==> src/hw/rtl/lppp_pkg.sv <==
// ----------------------------------------------------------------------------
// Panorama projection package
// Shared widths and the arctangent table of the vectoring CORDIC.
// ----------------------------------------------------------------------------
`default_nettype none

package lppp_pkg;

  localparam int CW       = 32;   // CORDIC vector width
  localparam int AW       = 26;   // angle width, signed Q16 degrees
  localparam int STEPS    = 16;   // CORDIC iterations
  localparam int NW       = 56;   // square root radicand width
  localparam int RW       = 28;   // square root result width
  localparam int SQ_STEPS = RW;   // one result bit per stage

  localparam logic signed [AW-1:0] DEG180 = AW'(11796480);

  function automatic logic signed [AW-1:0] atan_q16(input int unsigned i);
    logic signed [AW-1:0] v;
    case (i)
      0:       v = AW'(2949120);
      1:       v = AW'(1740967);
      2:       v = AW'(919879);
      3:       v = AW'(466945);
      4:       v = AW'(234379);
      5:       v = AW'(117304);
      6:       v = AW'(58666);
      7:       v = AW'(29335);
      8:       v = AW'(14668);
      9:       v = AW'(7334);
      10:      v = AW'(3667);
      11:      v = AW'(1833);
      12:      v = AW'(917);
      13:      v = AW'(458);
      14:      v = AW'(229);
      15:      v = AW'(115);
      default: v = '0;
    endcase
    return v;
  endfunction

endpackage

`default_nettype wire

==> src/hw/rtl/lppp_sqrt.sv <==
// ----------------------------------------------------------------------------
// Ground distance square root
// Pipelined digit-by-digit integer square root, one result bit per stage.
// ----------------------------------------------------------------------------
`default_nettype none

module lppp_sqrt import lppp_pkg::*; #(
  parameter int PW = 1
) (
  input  wire logic          clk,
  input  wire logic          rst,
  input  wire logic          en,
  input  wire logic          in_valid,
  input  wire logic [NW-1:0] radicand,
  input  wire logic [PW-1:0] pay_in,
  output logic               out_valid,
  output logic [RW-1:0]      root,
  output logic [PW-1:0]      pay_out
);

  logic [SQ_STEPS-1:0] v;
  logic [NW-1:0]       nrem [SQ_STEPS];
  logic [NW-1:0]       r    [SQ_STEPS];
  logic [PW-1:0]       pay  [SQ_STEPS];

  for (genvar i = 0; i < SQ_STEPS; i++) begin : g_stage
    localparam logic [NW-1:0] BIT = NW'(1) << (NW - 2 - 2 * i);
    logic [NW-1:0] n_src;
    logic [NW-1:0] r_src;
    logic [PW-1:0] p_src;
    logic          v_src;
    logic [NW-1:0] trial;

    if (i == 0) begin : g_first
      assign n_src = radicand;
      assign r_src = '0;
      assign p_src = pay_in;
      assign v_src = in_valid;
    end else begin : g_next
      assign n_src = nrem[i-1];
      assign r_src = r[i-1];
      assign p_src = pay[i-1];
      assign v_src = v[i-1];
    end

    assign trial = r_src + BIT;

    always_ff @(posedge clk) begin
      if (rst) begin
        v[i] <= 1'b0;
      end else if (en) begin
        v[i] <= v_src;
      end
      if (en) begin
        if (n_src >= trial) begin
          nrem[i] <= n_src - trial;
          r[i]    <= (r_src >> 1) + BIT;
        end else begin
          nrem[i] <= n_src;
          r[i]    <= r_src >> 1;
        end
        pay[i] <= p_src;
      end
    end
  end

  assign out_valid = v[SQ_STEPS-1];
  assign root      = r[SQ_STEPS-1][RW-1:0];
  assign pay_out   = pay[SQ_STEPS-1];

endmodule

`default_nettype wire

==> config.mk <==
export PLATFORM = sky130hd
export DESIGN_NAME = lppp_sqrt
export DESIGN_NICKNAME = d
export VERILOG_FILES = /design/src/hw/rtl/lppp_pkg.sv /design/src/hw/rtl/lppp_sqrt.sv
export SDC_FILE = /design/constraint.sdc
export NUM_CORES = 2
export LEC_CHECK = 0
export BUFFER_PORTS_ARGS = -buffer_cell sky130_fd_sc_hd__buf_2
export CAP_MARGIN = 20
export CORE_MARGIN = 3
export CORE_UTILIZATION = 67
export CTS_BUF_LIST = sky130_fd_sc_hd__clkbuf_8
export CTS_CLUSTER_SIZE = 10
export DETAILED_ROUTE_END_ITERATION = 7
export MAX_ROUTING_LAYER = met4
export PLACE_DENSITY = 0.81
export SYNTH_ARGS = -nofsm -noshare
export SYNTH_HDL_FRONTEND = slang
export SYNTH_SLANG_ARGS = --single-unit
==> constraint.sdc <==
create_clock -name clk -period 8.7 [get_ports clk]
set_input_delay 1.74 -clock clk [delete_from_list [all_inputs] [get_ports clk]]
set_output_delay 1.74 -clock clk [all_outputs]
set_load 0.01 [all_outputs]
==> summary.txt <==
Clock tree
  • TritonCTS clock tree: built
  • Worst-path clk slew: roughly 0.06 ns
  • Post CTS Setup Buffer Count: 0
  • Clock latency on the worst-skew pair: 1.00 ns
  • CTS buffer count: ~330
  • Maximum clock path buffer count: 4
  • Root buf cell: clkbuf_8
  • Resized Gates After CTS: 0
  • Cts hold-fix bufs: 0
  • H-tree depth: 5
  • CTS sink cnt: 1,974

Finish
  • Commonest cells after routing, fill and taps aside: edfxtp_1, inv_1, nand2_1, nor2_1, ha_1
  • P&R area growth vs syn: 9.10%
  • Most common cell after layout, fill and taps aside: edfxtp_1
  • Share of cells above drive strength 1: between 8 and 9%
  • Layout Nets: 8,300

STA
  • Achievable Freq: roughly 210 MHz
  • RSZ-0062 raised after global routing: false
  • Fin. max-slew vios: 0
  • Setup violations, final: 0
  • Tmin final: about 4.7 ns
  • Worst-margin pin slew: roughly 1.1 ns
  • Hold Vio Cnt, Final: 0
  • Max_slew headroom: about a quarter
  • Skew final: approximately 0.09 ns
  • Final worst path period share: between 50% and 60%
  • Setup Total Neg Slack: 0 ns

Synthesis
  • Top FF cell, synth: edfxtp_1
  • Count of flip-flops with a built-in enable after synthesis: between 1,500 and 2,000
  • Top cells by area, synth: edfxtp_1, ha_1, xnor2_1, xor2_1, inv_1
  • Syn nets: ~8,000
  • Async SR Flop Fraction: 0%
  • Seq/Total Area, Yosys: approximately 63%
  • Synthesized instance count: between 7,000 and 8,000
  • Yosys top cell area share: between 60% and 70%
  • Avg Cell Area, Syn: roughly 13 sq um
  • Yosys cell types: between 90 and 100
  • Flops & latches, synth: roughly 2,000
  • Mapped Area: roughly 0.094 sq mm
  • Synthesis Warnings: 0
  • Yosys top cell by area: edfxtp_1

Pwr
  • PwrDens: about 250 mW/mm^2
  • Maximum vdd drop: roughly 0.19 mV
  • Cell leakage power: slightly below 40 nW
  • Power, Total: roughly 26 mW

Global route
  • Tot GR Track Use: around a third
  • Initial antenna violation count: 6
  • GRT overflow: 0
  • First-pass GRT wire length: 358,000 um
  • Vias in the first global route: between 50,000 and 60,000
  • Largest net degree at the start of global routing: roughly 170

Die
  • Initial Utilization: approximately two thirds
  • Io pins: between 90 and 100
  • Row count: around 140
  • DIE AREA: roughly 0.15 sq mm
  • Chip Width: 381 um
  • Die H: around 380 um
  • Area of the core: 0.140 sq mm

Worst setup path
  • Worst path slowest cell: nor4_1
  • Worst Path Arrival: 5.48 ns
  • WP data required: 9.43 ns
  • Crit path largest cell delay: just over 0.7 ns
  • Crit start category: flop
  • Setup CP Type: reg2reg
  • Top cell by count, worst path: or4b_2
  • Worst-path cell chain: inv_1 -> ha_1 -> or4b_2 -> nor4_1 -> nand2_1 -> a21oi_1 -> or4_1 -> o211ai_2 -> or4b_2 -> o2bb2ai_1
  • Crit-path max FO: 13
  • CP Capture Type: flop

Drt
  • Initial DRC Count: 7,871
  • Number of remaining DRC errors: 0
  • Pre-Repair DR Iteration Count: 6
  • DRT Wirelength: ~240,000 um
  • Vias per cell: about 6.4
  • ANT nets after route: 0
  • Wire length per cell: approximately 24 um
  • Routed vias: 63,064

Placement
  • GP Congestion: roughly 0.99
  • Buffers on Ports: 90
  • DP HPWL: 176,000 um

Job
  • Reported max-cap violation count: 0

Status
  • Status: complete, no violations

Min path
  • HP Class: reg2reg
-- where the power goes --
part           switching (mW)  internal [mW]
logic                    3.10           2.01
registers                1.10           11.9
clock network            3.56           3.97
-- area by class of cell --
type	count	area, sq um
clock buffer	338	4650
tap	1876	2350
multi-input combinational	4824	32700
sequential	1974	59000
timing repair buffer	144	932
antenna	5	12.5
inverter	538	2020
fill	9038	36800
clock inverter	224	1280
-- synthesized netlist by cell type (16+ instances only) --
cell type and number:
o211ai_1 29, nand2b_1 96, a31oi_1 43, o21bai_1 40, xor2_1 325, nand4b_1 23
nor4b_1 48, buf_2 27, a211oi_1 39, edfxtp_1 1946, and4_1 19, mux2i_1 33
or4_1 66, a21o_1 153, nand2_1 535, nor2b_1 63, o31ai_1 36, ha_1 432
dfxtp_1 28, mux2_2 61, or2_2 23, nand3_1 121, xnor2_1 329, a211o_1 16
a21boi_0 19, nor4_1 278, nor3_1 209, o21a_1 78, and2_1 26, nand4_1 123
nor2_1 442, nand3b_1 25, o21ai_0 388, and3_1 33, or3_1 76, clkbuf_1 132
inv_1 537, a21oi_1 390
-- cell families (layout without fill, tap and decap cells) --
kind of cell	Yosys count	after routing	share of synthesized area [%]
buf+inv	709	1244	2.89
flops	1974	1974	62.5
compound gates	1387	1387	9.20
xor+xnor	654	654	6.07
fa+ha+maj	432	432	5.73
simple gates	2257	2257	12.5
other cells	0	5	0
mux	94	94	1.08
-- per-layer routing --
metal / wire (um) / share of wire (%) / track usage (%) / up-vias
met5: 0 / 0 / - / -
met4: 6040 / 2.6 / 8.99 / 0
met3: 24400 / 10 / 6.20 / 482
met2: 104000 / 44 / 47.7 / 3257
met1: 101000 / 43 / 49.0 / 30485
li1: - / - / - / 28840
-- state kept, by name (all words and copies together) (netlist names) --
register	count
nrem	1512
r	406
pay	28
g_stage.v_src	27
out_valid	1
-- critical path, delay by kind of cell, from the launching register on --
kind,cells,cell delay (ns)
AND/OR/NAND/NOR,5,2.83
AO/OA/AOI/OAI,3,0.86
flip-flops,1,0.41
adder cells (fa/ha/maj),1,0.35
buffers and inverters,1,0.06
-- final timing paths --
path,from,end,slack [ns],depth (start not counted)
worst max-delay path,r[1][368],nrem[1][431],3.95,10
worst min-delay path,r[1][400],r[1][455],0.41,0
worst max register to register,r[1][368],nrem[1][431],3.95,10
worst min register to register,r[1][400],r[1][455],0.41,0
-- metrics by stage --
step           util [%]  cells  hold WS (ns)  instance area (sq um)  setup slack (ns)
2_1_floorplan         -   7507         0.400                  94400              3.28
3_3_place_gp       69.4   9353         0.403                  97000              3.58
3_5_place_dp       69.4   9354         0.406                  97000              3.42
4_1_cts            73.7   9916         0.411                 103000              4.13
5_1_grt            73.7   9919         0.412                 103000              3.82
6_report           73.7   9923         0.409                 103000              3.95
(Power assumes the default switching activity.)
