**src/hw/rtl/lppp_pkg.sv**
```systemverilog
// ----------------------------------------------------------------------------
// Panorama projection package
// Shared widths and the arctangent table of the vectoring CORDIC.
// ----------------------------------------------------------------------------
`default_nettype none

package lppp_pkg;

  localparam int CW       = 32;   // CORDIC vector width
  localparam int AW       = 26;   // angle width, signed Q16 degrees
  localparam int STEPS    = 16;   // CORDIC iterations
  localparam int NW       = 56;   // square root radicand width
  localparam int RW       = 28;   // square root result width
  localparam int SQ_STEPS = RW;   // one result bit per stage

  localparam logic signed [AW-1:0] DEG180 = AW'(11796480);

  function automatic logic signed [AW-1:0] atan_q16(input int unsigned i);
    logic signed [AW-1:0] v;
    case (i)
      0:       v = AW'(2949120);
      1:       v = AW'(1740967);
      2:       v = AW'(919879);
      3:       v = AW'(466945);
      4:       v = AW'(234379);
      5:       v = AW'(117304);
      6:       v = AW'(58666);
      7:       v = AW'(29335);
      8:       v = AW'(14668);
      9:       v = AW'(7334);
      10:      v = AW'(3667);
      11:      v = AW'(1833);
      12:      v = AW'(917);
      13:      v = AW'(458);
      14:      v = AW'(229);
      15:      v = AW'(115);
      default: v = '0;
    endcase
    return v;
  endfunction

endpackage

`default_nettype wire

```
**src/hw/rtl/lppp_cordic.sv**
```systemverilog
// ----------------------------------------------------------------------------
// Vectoring CORDIC
// Half-plane fold stage followed by sixteen rotation stages; returns the
// angle of the input vector in signed Q16 degrees.
// ----------------------------------------------------------------------------
`default_nettype none

module lppp_cordic import lppp_pkg::*; #(
  parameter int PW = 1
) (
  input  wire logic                 clk,
  input  wire logic                 rst,
  input  wire logic                 en,
  input  wire logic                 in_valid,
  input  wire logic signed [CW-1:0] vec_x,
  input  wire logic signed [CW-1:0] vec_y,
  input  wire logic [PW-1:0]        pay_in,
  output logic                      out_valid,
  output logic signed [AW-1:0]      angle,
  output logic [PW-1:0]             pay_out
);

  logic [STEPS:0]       v;
  logic signed [CW-1:0] x    [STEPS+1];
  logic signed [CW-1:0] y    [STEPS+1];
  logic signed [AW-1:0] a    [STEPS+1];
  logic                 zero [STEPS+1];
  logic [PW-1:0]        pay  [STEPS+1];

  // Vectors in the left half plane are folded over before rotation.
  always_ff @(posedge clk) begin
    if (rst) begin
      v[0] <= 1'b0;
    end else if (en) begin
      v[0] <= in_valid;
    end
    if (en) begin
      zero[0] <= (vec_x == '0) && (vec_y == '0);
      pay[0]  <= pay_in;
      if (vec_x < 0) begin
        x[0] <= -vec_x;
        y[0] <= -vec_y;
        a[0] <= (vec_y >= 0) ? DEG180 : -DEG180;
      end else begin
        x[0] <= vec_x;
        y[0] <= vec_y;
        a[0] <= '0;
      end
    end
  end

  for (genvar i = 0; i < STEPS; i++) begin : g_stage
    localparam logic signed [AW-1:0] ATAN = atan_q16(i);
    logic signed [CW-1:0] dx;
    logic signed [CW-1:0] dy;
    assign dx = y[i] >>> i;
    assign dy = x[i] >>> i;

    always_ff @(posedge clk) begin
      if (rst) begin
        v[i+1] <= 1'b0;
      end else if (en) begin
        v[i+1] <= v[i];
      end
      if (en) begin
        if (y[i] >= 0) begin
          x[i+1] <= x[i] + dx;
          y[i+1] <= y[i] - dy;
          a[i+1] <= a[i] + ATAN;
        end else begin
          x[i+1] <= x[i] - dx;
          y[i+1] <= y[i] + dy;
          a[i+1] <= a[i] - ATAN;
        end
        zero[i+1] <= zero[i];
        pay[i+1]  <= pay[i];
      end
    end
  end

  assign out_valid = v[STEPS];
  assign angle     = zero[STEPS] ? '0 : a[STEPS];
  assign pay_out   = pay[STEPS];

endmodule

`default_nettype wire

```
**config.mk**
```make
export PLATFORM = sky130hd
export DESIGN_NAME = lppp_cordic
export DESIGN_NICKNAME = d
export VERILOG_FILES = /design/src/hw/rtl/lppp_pkg.sv /design/src/hw/rtl/lppp_cordic.sv
export SDC_FILE = /design/constraint.sdc
export NUM_CORES = 2
export LEC_CHECK = 0
export ABC_AREA = 0
export BUFFER_PORTS_ARGS = -buffer_cell sky130_fd_sc_hd__buf_4
export CELL_PAD_IN_SITES_DETAIL_PLACEMENT = 1
export CELL_PAD_IN_SITES_GLOBAL_PLACEMENT = 1
export CORE_MARGIN = 2
export CORE_UTILIZATION = 51
export DETAILED_ROUTE_END_ITERATION = 7
export GPL_ROUTABILITY_DRIVEN = 0
export GPL_TIMING_DRIVEN = 0
export PLACE_DENSITY_LB_ADDON = 0.1
export SLEW_MARGIN = 25
export SYNTH_ARGS = -nofsm -noshare
export SYNTH_HDL_FRONTEND = slang
export SYNTH_SLANG_ARGS = --single-unit
```
**constraint.sdc**
```tcl
create_clock -name clk -period 7 [get_ports clk]
set_clock_uncertainty 0.2 [all_clocks]
set_input_delay 1.4 -clock clk [delete_from_list [all_inputs] [get_ports clk]]
set_output_delay 1.4 -clock clk [all_outputs]
set_load 0.03 [all_outputs]
```
==> impl_metrics.yaml <==
timing:
  setup_violations: 0
  fin_crit_sh: 0.971
  hold_violations: 0
  rsz0062_at_grt: "yes"
  maxSlewViolCount: 0
  slew_headroom: 0.300
  worstMarginPinSlew_ns: 1.02
  max_freq_mhz: 147
  period_minus_slack_ns: 6.80
logic_synthesis:
  seq_area_frac_synth: 0.353
  syn_area_sq_mm: 0.116
  syn_nets: 13800
  synth_cells: 12600
  synth_top_cell_area_share: 0.350
  synthAdderAreaFrac: 0.123
  yosys.area_share.simple: 0.149
  synth_flop_cell: "edfxtp_1"
  ys_types: 103
  async_flop_share: 0
  synth_warnings: 0
  synth.top_cells.by_area: "edfxtp_1 35%, ha_1 12%, xnor2_1 8.9%, a21oi_1 5.0%, xor2_1 4.6%"
  synth_top_family_by_area: "compound AO/OA/AOI/OAI gates"
  muxShareOfSynthArea: 0.00973
  syn_area_per_cell_sq_um: 9.23
  synth_top_area_cell: "edfxtp_1"
  synth-edff-count: 1353
  synth_xor_xnor_area_share: 0.136
  synth-seq-cells: 1370
  synth_compound_area_frac: 0.199
final_layout:
  mostFrequentLayoutCell: "edfxtp_1"
  fin_nets: 14000
  area_growth_pct: 9.26
  final_cell_mix: "1353 x edfxtp_1, 1181 x xnor2_1, 1165 x a21oi_1, 1086 x ha_1, 1077 x nor2_1"
  drive_gt1_frac: 0.0437
  final_util: 0.559
critical_path:
  crit_path_start_kind: "input port"
  crit_required_ns: 7.39
  worstSetupPathType: "input port to register"
  crit_slowest_cell: "o41ai_4"
  crit_chain: "buf_6 > buf_6 > buf_4 > nand2_1 > inv_2 > buf_2 > buf_2 > clkbuf_4 > clkbuf_4 > nor2_1 > xnor2_1 > ha_1 > nor2b_1 > o21ai_1 > a21boi_1 > o31a_1 > o211ai_1 > a31oi_1 > o41ai_4 > o31ai_1 > a21o_1 > a21oi_1 > xnor2_1"
  slowest_delay_ns: 0.45
  worst_setup_path_end_kind: "register"
  critPathMaxFanout: 42
  arrival_ns: 7.19
job:
  cap_violations: 0
clocking:
  root_buffer: "clkbuf_16"
  clock_sinks: 1370
  clk_pin_slew_ns: 0.06
  cts_tree: "built"
  cts_max_path_buffers: 3
  numCtsBuffers: 162
  clkLatencyLatePin_ns: 0.86
  htreeDepth: 4
  ctsHoldBuffers: 0
floorplan:
  start_util: 0.512
  core-area_sq_mm: 0.227
  dieArea_sq_mm: 0.231
  pin_count: 97
  die_h_microns: 481
  fp.dieW_microns: 481
  row_count: 175
global_route:
  grt_overflow: 0
  grt_pass1_vias: 103000
  grt_max_degree: 59
  grt_util_all_layers: 0.299
  antenna_found_initial: 3
  grt_pass1_wl_mm: 563
drt:
  avgRoutedWirePerCell_microns: 22.2
  vias: 98500
  routed_wl_mm: 354
  detailedRoute.firstIterationViolations: 6284
  dr.pass1.iters: 5
  postRouteAntennaNets: 0
  drc: 0
  viasPerCell: 6.16
placed_design:
  hpwl_mm: 282
  io_buffers: 94
run_status:
  outcome: "finished, final reports clean"
hold_path:
  min_path_type: "register to register"
## final timing paths
path | from | endpoint | slack, ns | cells past startpoint
max | en | x[5][30]$_DFFE_PP_ | 0.20 | 23
min reg2reg | pay[1][7]$_DFFE_PP_ | pay[2][0]$_DFFE_PP_ | 0.21 | 0
min | pay[1][7]$_DFFE_PP_ | pay[2][0]$_DFFE_PP_ | 0.21 | 0
max reg2reg | y[11][31]$_DFFE_PP_ | y[12][30]$_DFFE_PP_ | 0.64 | 19
## routing by layer
| metal | track usage | vias up | share of wire |
|---|---|---|---|
| met1 | 0.371 | 49000 | 0.43 |
| met2 | 0.539 | 2076 | 0.50 |
| met3 | 0.0297 | 643 | 0.036 |
| li1 | - | 46700 | - |
| met5 | 0 | - | 0 |
| met4 | 0.103 | 0 | 0.034 |
## cell families after synthesis
group / after synthesis
AO/OA/AOI/OAI: 3665
XOR/XNOR: 1796
adder cells (fa/ha/maj): 1124
buffers and inverters: 942
flip-flops: 1370
multiplexers: 111
other: 1
AND/OR/NAND/NOR: 3568
## synthesized netlist by cell type, types with 20 or more instances
master and instances:
edfxtp_1 1353, xnor2_1 1181, a21oi_1 1165, ha_1 1086, nor2_1 1077, nand2_1 817
o21ai_0 642, xor2_1 615, inv_1 557, a21o_1 531, nor3_1 329, clkbuf_1 287
nand3_1 221, nand2b_1 193, o31ai_1 163, nor2b_1 157, o21ai_1 145, o21bai_1 140
nor4_1 130, and3_1 128, o21a_1 128, nand4_1 106, a31oi_1 105, or3_1 101
mux2i_1 97, a211oi_1 81, o41ai_1 77, and2_1 72, buf_1 67, or4_1 62
o211ai_1 51, o31a_1 46, o22ai_1 41, a21boi_0 40, and4_1 32, or2_2 31
fa_1 30, nand3b_1 29, a221oi_1 23, a211o_1 22, a31o_2 22, a41oi_1 21
a2111oi_0 20
## critical path: cells and delay by family
kind | cells | cell delay (ns)
xor gates and xnor gates | 2 | 0.30
AOI/OAI and AO/OA | 9 | 2.17
buffers and inverters | 8 | 2.40
adders and majority gates | 1 | 0.31
and+or+nand+nor | 3 | 0.53
## area by class of cell
class / instances / area (sq um)
flip-flops and latches: 1370 / 41000
fillers: 26000 / 100000
multi-input cells: 10300 / 71700
repair buffers: 111 / 1150
clock inverters: 108 / 1370
inverters: 576 / 2160
clock buffers: 184 / 4150
plain buffers: 361 / 1550
well taps: 3009 / 3760
diodes: 3 / 7.51
## per-stage QoR
step	hold WS, ns	setup WS [ns]	area (sq um)	setup TNS (ns)	std cells
after floorplan	0.200	0.668	116000	0	12600
after global placement	0.203	-4.96	121000	-4907.14	15700
after detailed placement	0.205	-2.58	121000	-502.29	15700
after CTS	0.216	0.00248	127000	0	16000
after global routing	0.233	-0.0524	127000	-0.0524	16000
final	0.214	0.202	127000	0	16000
## sequential cells by signal (all words and copies together), names as in the netlist
name,flops
a,373
out_valid,1
pay,17
v,16
x,466
y,480
zero,17
## what timing repair did
item                                    in CTS  in global routing
buffers inserted                             0                  0
pin swaps                                    0                  1
gates resized for setup                     53                 52
endpoints found under the setup margin     238                104
Power is not shown: default switching activity piles up to over one toggle a cycle in this logic, so the estimate is an artifact.
