**config.mk**
```make
export PLATFORM = sky130hd
export DESIGN_NAME = lppp_div
export DESIGN_NICKNAME = d
export VERILOG_FILES = /design/src/hw/rtl/lppp_pkg.sv /design/src/hw/rtl/lppp_div.sv
export SDC_FILE = /design/constraint.sdc
export NUM_CORES = 1
export LEC_CHECK = 0
export BUFFER_PORTS_ARGS = -buffer_cell sky130_fd_sc_hd__buf_2
export CAP_MARGIN = 15
export CORE_MARGIN = 1
export CORE_UTILIZATION = 35
export DETAILED_ROUTE_END_ITERATION = 6
export PLACE_DENSITY = 0.59
export SLEW_MARGIN = 20
export SYNTH_ARGS = -nofsm -noshare
export SYNTH_HDL_FRONTEND = slang
export SYNTH_SLANG_ARGS = --single-unit
```
**constraint.sdc**
```tcl
create_clock -name clk -period 4.25 [get_ports clk]
set_input_delay 0.2125 -clock clk [delete_from_list [all_inputs] [get_ports clk]]
set_output_delay 0.2125 -clock clk [all_outputs]
set_load 0.1 [all_outputs]
```
**src/hw/rtl/lppp_pkg.sv**
```systemverilog
// ----------------------------------------------------------------------------
// Panorama projection package
// Shared widths and the arctangent table of the vectoring CORDIC.
// ----------------------------------------------------------------------------
`default_nettype none

package lppp_pkg;

  localparam int CW       = 32;   // CORDIC vector width
  localparam int AW       = 26;   // angle width, signed Q16 degrees
  localparam int STEPS    = 16;   // CORDIC iterations
  localparam int NW       = 56;   // square root radicand width
  localparam int RW       = 28;   // square root result width
  localparam int SQ_STEPS = RW;   // one result bit per stage

  localparam logic signed [AW-1:0] DEG180 = AW'(11796480);

  function automatic logic signed [AW-1:0] atan_q16(input int unsigned i);
    logic signed [AW-1:0] v;
    case (i)
      0:       v = AW'(2949120);
      1:       v = AW'(1740967);
      2:       v = AW'(919879);
      3:       v = AW'(466945);
      4:       v = AW'(234379);
      5:       v = AW'(117304);
      6:       v = AW'(58666);
      7:       v = AW'(29335);
      8:       v = AW'(14668);
      9:       v = AW'(7334);
      10:      v = AW'(3667);
      11:      v = AW'(1833);
      12:      v = AW'(917);
      13:      v = AW'(458);
      14:      v = AW'(229);
      15:      v = AW'(115);
      default: v = '0;
    endcase
    return v;
  endfunction

endpackage

`default_nettype wire

```
**src/hw/rtl/lppp_div.sv**
```systemverilog
// ----------------------------------------------------------------------------
// Gray value divider
// Nine-stage restoring divider: a saturation check, then one quotient bit
// per stage, most significant first.
// ----------------------------------------------------------------------------
`default_nettype none

module lppp_div import lppp_pkg::*; #(
  parameter int PW = 1
) (
  input  wire logic          clk,
  input  wire logic          rst,
  input  wire logic          en,
  input  wire logic          in_valid,
  input  wire logic          pos,
  input  wire logic [23:0]   num_abs,
  input  wire logic [7:0]    den_abs,
  input  wire logic [PW-1:0] pay_in,
  output logic               out_valid,
  output logic [7:0]         gray,
  output logic [PW-1:0]      pay_out
);

  logic [8:0]    v;
  logic [23:0]   rem [9];
  logic [7:0]    den [9];
  logic [7:0]    q   [9];
  logic          sat [9];
  logic          ps  [9];
  logic [PW-1:0] pay [9];

  always_ff @(posedge clk) begin
    if (rst) begin
      v[0] <= 1'b0;
    end else if (en) begin
      v[0] <= in_valid;
    end
    if (en) begin
      rem[0] <= num_abs;
      den[0] <= den_abs;
      q[0]   <= '0;
      sat[0] <= num_abs >= {den_abs, 16'b0};
      ps[0]  <= pos;
      pay[0] <= pay_in;
    end
  end

  for (genvar k = 1; k < 9; k++) begin : g_stage
    localparam int B = 8 - k;
    logic [23:0] dsh;
    logic        fit;
    assign dsh = 24'(den[k-1]) << (8 + B);
    assign fit = rem[k-1] >= dsh;

    always_ff @(posedge clk) begin
      if (rst) begin
        v[k] <= 1'b0;
      end else if (en) begin
        v[k] <= v[k-1];
      end
      if (en) begin
        rem[k]    <= fit ? rem[k-1] - dsh : rem[k-1];
        den[k]    <= den[k-1];
        q[k]      <= q[k-1] | (8'(fit) << B);
        sat[k]    <= sat[k-1];
        ps[k]     <= ps[k-1];
        pay[k]    <= pay[k-1];
      end
    end
  end

  assign out_valid = v[8];
  assign pay_out   = pay[8];
  assign gray      = !ps[8] ? 8'd0 : (sat[8] ? 8'd255 : q[8]);

endmodule

`default_nettype wire

```
==> results.py, run 1 <==
metrics = {
    "outcome": {
        "status": "finished clean",
    },
    "logic_synthesis": {
        "syn_area_mm2": 0.0145,
        "ys.flop_type": "edfxtp_1",
        "synth_area_per_cell_um2": 14.1,
        "synthMuxAreaShare_pct": 1.86,
        "synth-xor-area-share_pct": 3.15,
        "synthesis.nets": 1147,
        "synth_compound_gate_area_share_pct": 8.37,
        "synth_top_family_by_area": "simple AND/OR/NAND/NOR gates",
        "yosys.area_share.simple_pct": 9.35,
        "synth_edf_count": 319,
        "synthAdderAreaFrac_pct": 7.19,
        "yosysSeqAreaShare_pct": 67.4,
        "ys_async_sr_fraction_pct": 0,
        "yosys_warnings": 0,
        "synth-seq-cells": 328,
        "synth_cells": 1030,
        "ys_types": 60,
    },
    "layout": {
        "diodes": 0,
        "final_cell_mix": "edfxtp_1 (319), inv_1 (89), nor2_1 (75), ha_1 (72)",
        "num-fill-cells": 3714,
        "fin_nets": 1263,
        "synthToLayoutAreaGrowth_pct": 16.9,
        "stdcell_count": 1707,
        "final_common_cell": "edfxtp_1",
        "drive_above_1_share_pct": 11.2,
        "design_area_mm2": 0.0169,
    },
    "sta": {
        "rsz0062_at_grt": "no",
        "post-route-min-period_ps": 3060,
        "setup_tns_ps": 0,
        "fin_ws_ps": 1190,
        "slew_viol_final": 0,
        "clock_skew_ps": 22.5,
        "max_clock_freq_mhz": 327,
        "finalCritPeriodShare_pct": 72.1,
        "worst_slew_pin_slew_ps": 985,
        "slew_headroom_pct": 34.0,
        "setup_viol": 0,
        "finalHoldViolCount": 0,
    },
    "clock_tree": {
        "cts-htree-levels": 2,
        "cts-resized-gates": 0,
        "root_buffer": "clkbuf_16",
        "clkLatencyLatePin_ps": 540,
        "cts.sinks": 328,
        "clk_pin_slew_ps": 60,
        "numCtsBuffers": 37,
        "cts_tree": "built",
        "cts_buffer_depth": 3,
    },
    "floorplanning": {
        "io_pins": 48,
        "core_area_mm2": 0.0408,
        "die-area_mm2": 0.0422,
        "die_h_um": 205,
        "start_util_pct": 35.4,
        "num_rows": 74,
        "die_w_um": 205,
    },
    "power": {
        "cellPowerDensity_mw_per_mm2": 543,
        "p_leak_nw": 6.30,
        "internal-power_mw": 6.73,
        "peakVddDrop_uv": 323,
        "p_sw_mw": 2.46,
        "report.power.total_mw": 9.19,
        "swShare_pct": 26.8,
        "p_comb_share_pct": 20.1,
        "power.share.sequential_pct": 47.8,
        "clkPwrFrac_pct": 32.1,
    },
    "setup_path": {
        "cp.required_ps": 4510,
        "cp.arrival_ps": 3320,
        "crit_fanout": 19,
        "start_kind": "register",
        "ff2ff_setup_slack_ps": 1190,
        "critical_path_class": "reg2reg",
        "endpoint_kind": "register",
    },
    "drt": {
        "first_pass_iters": 5,
        "wl_per_cell_um": 14.2,
        "wl_um": 24200,
        "num_vias": 8195,
        "ant_nets": 0,
        "viasPerCell": 4.80,
        "drc": 0,
        "drt-initial-drc-count": 496,
    },
    "placement": {
        "dp_hpwl_um": 16800,
        "place_ws_ps": 1270,
        "placedInstanceArea_mm2": 0.0154,
        "placedCellCount": 1602,
        "numPortBuffers": 47,
        "gp_routability_congestion": 0.935,
    },
    "global_routing": {
        "grt_pass1_wl_um": 39800,
        "grt-ovfl-total": 0,
        "grt_pass1_vias": 8283,
        "antenna_found_initial": 0,
        "track_usage_pct": 11.9,
        "grt_max_degree": 110,
    },
    "flow_run": {
        "max_cap_viol_count": 0,
    },
    "min_path": {
        "holdCritPathClass": "in2reg",
    },
}
worst max-delay path, stage by stage (launching register included):
cell,delay (ps)
edfxtp_1,390
ha_1,400
or4b_2,600
nor3_1,400
a21oi_1,180
o211ai_2,340
nor4bb_1,350
xor2_1,110
layer usage:
metal / GRT usage, % / routed length (um)
met5: 0 / 0
met4: 6.03 / 979
met3: 2.76 / 951
met2: 21.0 / 12000
met1: 13.3 / 10200
final timing paths:
path | startpoint | to | cells past startpoint
worst max-delay path | rem[0][109] | rem[0][141] | 7
worst min-delay path | en | pay[0][2] | 1
worst max register to register | rem[0][109] | rem[0][141] | 7
worst min register to register | q[0][54] | q[0][62] | 0
power groups by stage:
stage | clock, mW | sequential [mW] | combinational (mW)
after global placement | 0 | 4.45 | 1.77
after global routing | 3.19 | 4.45 | 2.09
after CTS | 3.05 | 4.40 | 1.85
after detailed placement | 0 | 4.46 | 1.81
final | 2.95 | 4.40 | 1.85
after floorplan | 0 | 4.37 | 1.41
cell type report:
| class | instances | area (um^2) | share of cell area, % |
|---|---|---|---|
| clock buffers | 47 | 973 | 5.75 |
| clock inverters | 21 | 169 | 0.998 |
| inverters | 89 | 334 | 1.97 |
| multi-input cells | 600 | 4340 | 25.6 |
| flip-flops and latches | 328 | 9760 | 57.7 |
| well taps | 532 | 666 | 3.93 |
| repair buffers | 90 | 686 | 4.05 |
registers in the layout (all words and copies together) (netlist names):
register / flops
rem: 192
q: 36
v: 8
sat: 9
ps: 9
out_valid: 1
pay: 9
den: 64
Yosys cell counts (3+ instances only):
cell        n  area (um^2)
a211oi_1    4         30.0
a21o_1     13         97.6
a21oi_1    49          245
a31oi_1     3         18.8
and2_1      3         18.8
clkbuf_1   12         45.0
dfxtp_1     9          180
edfxtp_1  319         9580
fa_1        7          140
ha_1       72          901
inv_1      89          334
mux2_2     15          169
mux2i_1    10          100
nand2_1    49          184
nand2b_1   10         62.6
nand3_1     3         15.0
nand4_1     9         56.3
nand4b_1    6         52.6
nor2_1     75          282
nor2b_1    16          100
nor3_1     26          130
nor4_1     19          119
nor4b_1     7         61.3
o211ai_1    3         22.5
o21a_1     27          203
o21ai_0    48          240
o31a_1      5         43.8
o31ai_1     7         52.6
o41ai_1     7         61.3
or2_2       3         18.8
or3_1       4         25.0
or4_1       9         67.6
or4b_2      3         30.0
xnor2_1    25          219
xor2_1     27          236
through the flow:
step	utilization, %	hold WS [ps]
detailed placement	37.7	396
CTS	41.4	251
floorplan	-	311
global placement	37.7	393
finish	41.4	237
global route	41.4	255
cells by family (layout without fill, tap and decap cells):
logic type / after synthesis / after routing
DFF: 328 / 328
and+or+nand+nor: 257 / 257
AOI/OAI and AO/OA: 187 / 187
buffers and inverters: 102 / 247
adders and majority gates: 79 / 79
xor gates and xnor gates: 52 / 52
muxes: 25 / 25
repair_timing:
item	CTS	global route
endpoints found under the hold margin	43	0
hold buffers	37	0
setup buffers	0	0
endpoints found under the setup margin	0	0
Power figures use the tool's default switching activity.
==> inputs of run 2 (changes only) <==
- clock period: 4.25 -> 3.1 ns (I/O delays scaled with it)
==> results.py, run 2 (synthesis gave the netlist of run 1 again) <==
metrics = {
    "sta": {
        "post-route-min-period_ps": 2830,
        "slew_viol_final": 0,
        "finalHoldViolCount": 0,
        "clock_skew_ps": 36.2,
        "slew_headroom_pct": 56.3,
        "setup_viol": 0,
        "worst_slew_pin_slew_ps": 654,
        "finalCritPeriodShare_pct": 91.4,
        "setup_tns_ps": 0,
        "rsz0062_at_grt": "no",
        "max_clock_freq_mhz": 353,
    },
    "setup_path": {
        "ff2ff_setup_slack_ps": 270,
        "critical_path_class": "reg2reg",
        "start_kind": "register",
        "crit_fanout": 14,
        "cp.required_ps": 3360,
        "cp.arrival_ps": 3100,
        "endpoint_kind": "register",
    },
    "drt": {
        "drt-initial-drc-count": 420,
        "num_vias": 8185,
        "drc": 0,
        "ant_nets": 0,
        "wl_per_cell_um": 14.5,
        "viasPerCell": 4.77,
        "first_pass_iters": 4,
        "wl_um": 24900,
    },
    "layout": {
        "final_common_cell": "edfxtp_1",
        "fin_nets": 1272,
        "num-fill-cells": 3732,
        "reg_top3": "rem: 192 flops, den: 64 flops, q: 36 flops",
        "diodes": 0,
        "fin_util_pct": 42.0,
        "largest_register_ffs": 192,
        "top_register": "rem",
        "stdcell_count": 1716,
        "drive_above_1_share_pct": 12.4,
        "synthToLayoutAreaGrowth_pct": 18.4,
        "final_cell_mix": "edfxtp_1 (319), inv_1 (89), nor2_1 (75), ha_1 (72)",
    },
    "clock_tree": {
        "cts.sinks": 328,
        "cts_buffer_depth": 3,
        "cts-htree-levels": 2,
        "clkLatencyLatePin_ps": 560,
        "root_buffer": "clkbuf_16",
        "cts_tree": "built",
        "numCtsBuffers": 38,
        "clk_pin_slew_ps": 50,
    },
    "power": {
        "peakVddDrop_uv": 360,
        "cellPowerDensity_mw_per_mm2": 766,
        "p_leak_nw": 6.41,
    },
    "global_routing": {
        "grt_max_degree": 83,
        "antenna_found_initial": 0,
        "grt_pass1_vias": 8276,
        "grt_pass1_wl_um": 40500,
        "track_usage_pct": 12.1,
        "grt-ovfl-total": 0,
    },
    "outcome": {
        "status": "finished clean",
    },
    "min_path": {
        "holdCritPathClass": "in2reg",
    },
    "floorplanning": {
        "die-area_mm2": 0.0422,
        "core_area_mm2": 0.0408,
        "num_rows": 74,
        "die_h_um": 205,
        "start_util_pct": 35.4,
        "die_w_um": 205,
        "io_pins": 48,
    },
    "placement": {
        "numPortBuffers": 47,
        "dp_hpwl_um": 17200,
        "gp_routability_congestion": 0.874,
        "placedCellCount": 1610,
    },
    "flow_run": {
        "max_cap_viol_count": 0,
    },
}
==> run 2: cell types whose count changed in the layout (fill, tap and decap cells not counted), sizes merged <==
cell,previous run,this run
bufinv,2,6
clkinv,18,17
buf,53,61
clkbuf,47,44
inv,90,91
==> run 2: layer usage <==
metal  up-vias  track usage, %  wire length (um)  share of wire, %
met5         -               0                 0                 0
met4         0            4.29               647               2.6
met3        52            3.22               990               4.0
met2       136            21.5             12600                51
met1      3865            13.9             10600                43
li1       4132               -                 -                 -
==> run 2: repair_timing <==
action	4_1_cts	5_1_grt
setup endpoints to repair	0	4
endpoints found under the hold margin	43	0
hold buffers	37	0
resized for setup	0	1
buffers inserted	0	0
==> run 2: worst max-delay path: stages (launching register included) <==
cell and delay, ps:
edfxtp_1 390, ha_1 390, or4b_2 630, nor3_1 230, a21oi_1 150, o211ai_2 280, nor4bb_1 350, xor2_1 110
==> run 2: cell type report <==
| cell class | instances | area, um^2 | share of cell area (%) |
|---|---|---|---|
| sequential | 328 | 9760 | 56.9 |
| multi-input combinational | 600 | 4340 | 25.3 |
| clock buffer | 44 | 973 | 5.68 |
| timing repair buffer | 98 | 746 | 4.35 |
| tap | 532 | 666 | 3.88 |
| inverter | 89 | 334 | 1.95 |
| clock inverter | 25 | 320 | 1.87 |
==> run 2: path summary, 6_finish.rpt <==
path                    start     endpoint  cells past startpoint
setup / recovery  rem[0][109]  rem[0][141]                      7
hold / removal             en   den[0][14]                      1
setup reg to reg  rem[0][109]  rem[0][141]                      7
hold reg to reg     sat[1][3]    sat[2][0]                      0
==> run 2: per-stage QoR <==
step	power (mW)	cell area, um^2	setup slack [ps]	hold slack (ps)
after global routing	13.8	17100	148	111
after floorplan	7.93	14500	583	254
final	13.1	17100	267	103
after detailed placement	8.62	15500	160	338
after CTS	13.3	17100	151	95.4
after global placement	8.57	15500	256	338
==> run 2: where the power goes <==
group	switching (mW)	total, mW	internal, mW	leakage, nW
Sequential	0.356	6.03	5.68	3.16
Clock	1.79	4.57	2.78	0.628
Combinational	1.37	2.53	1.16	2.62
Total	3.51	13.1	9.62	6.41
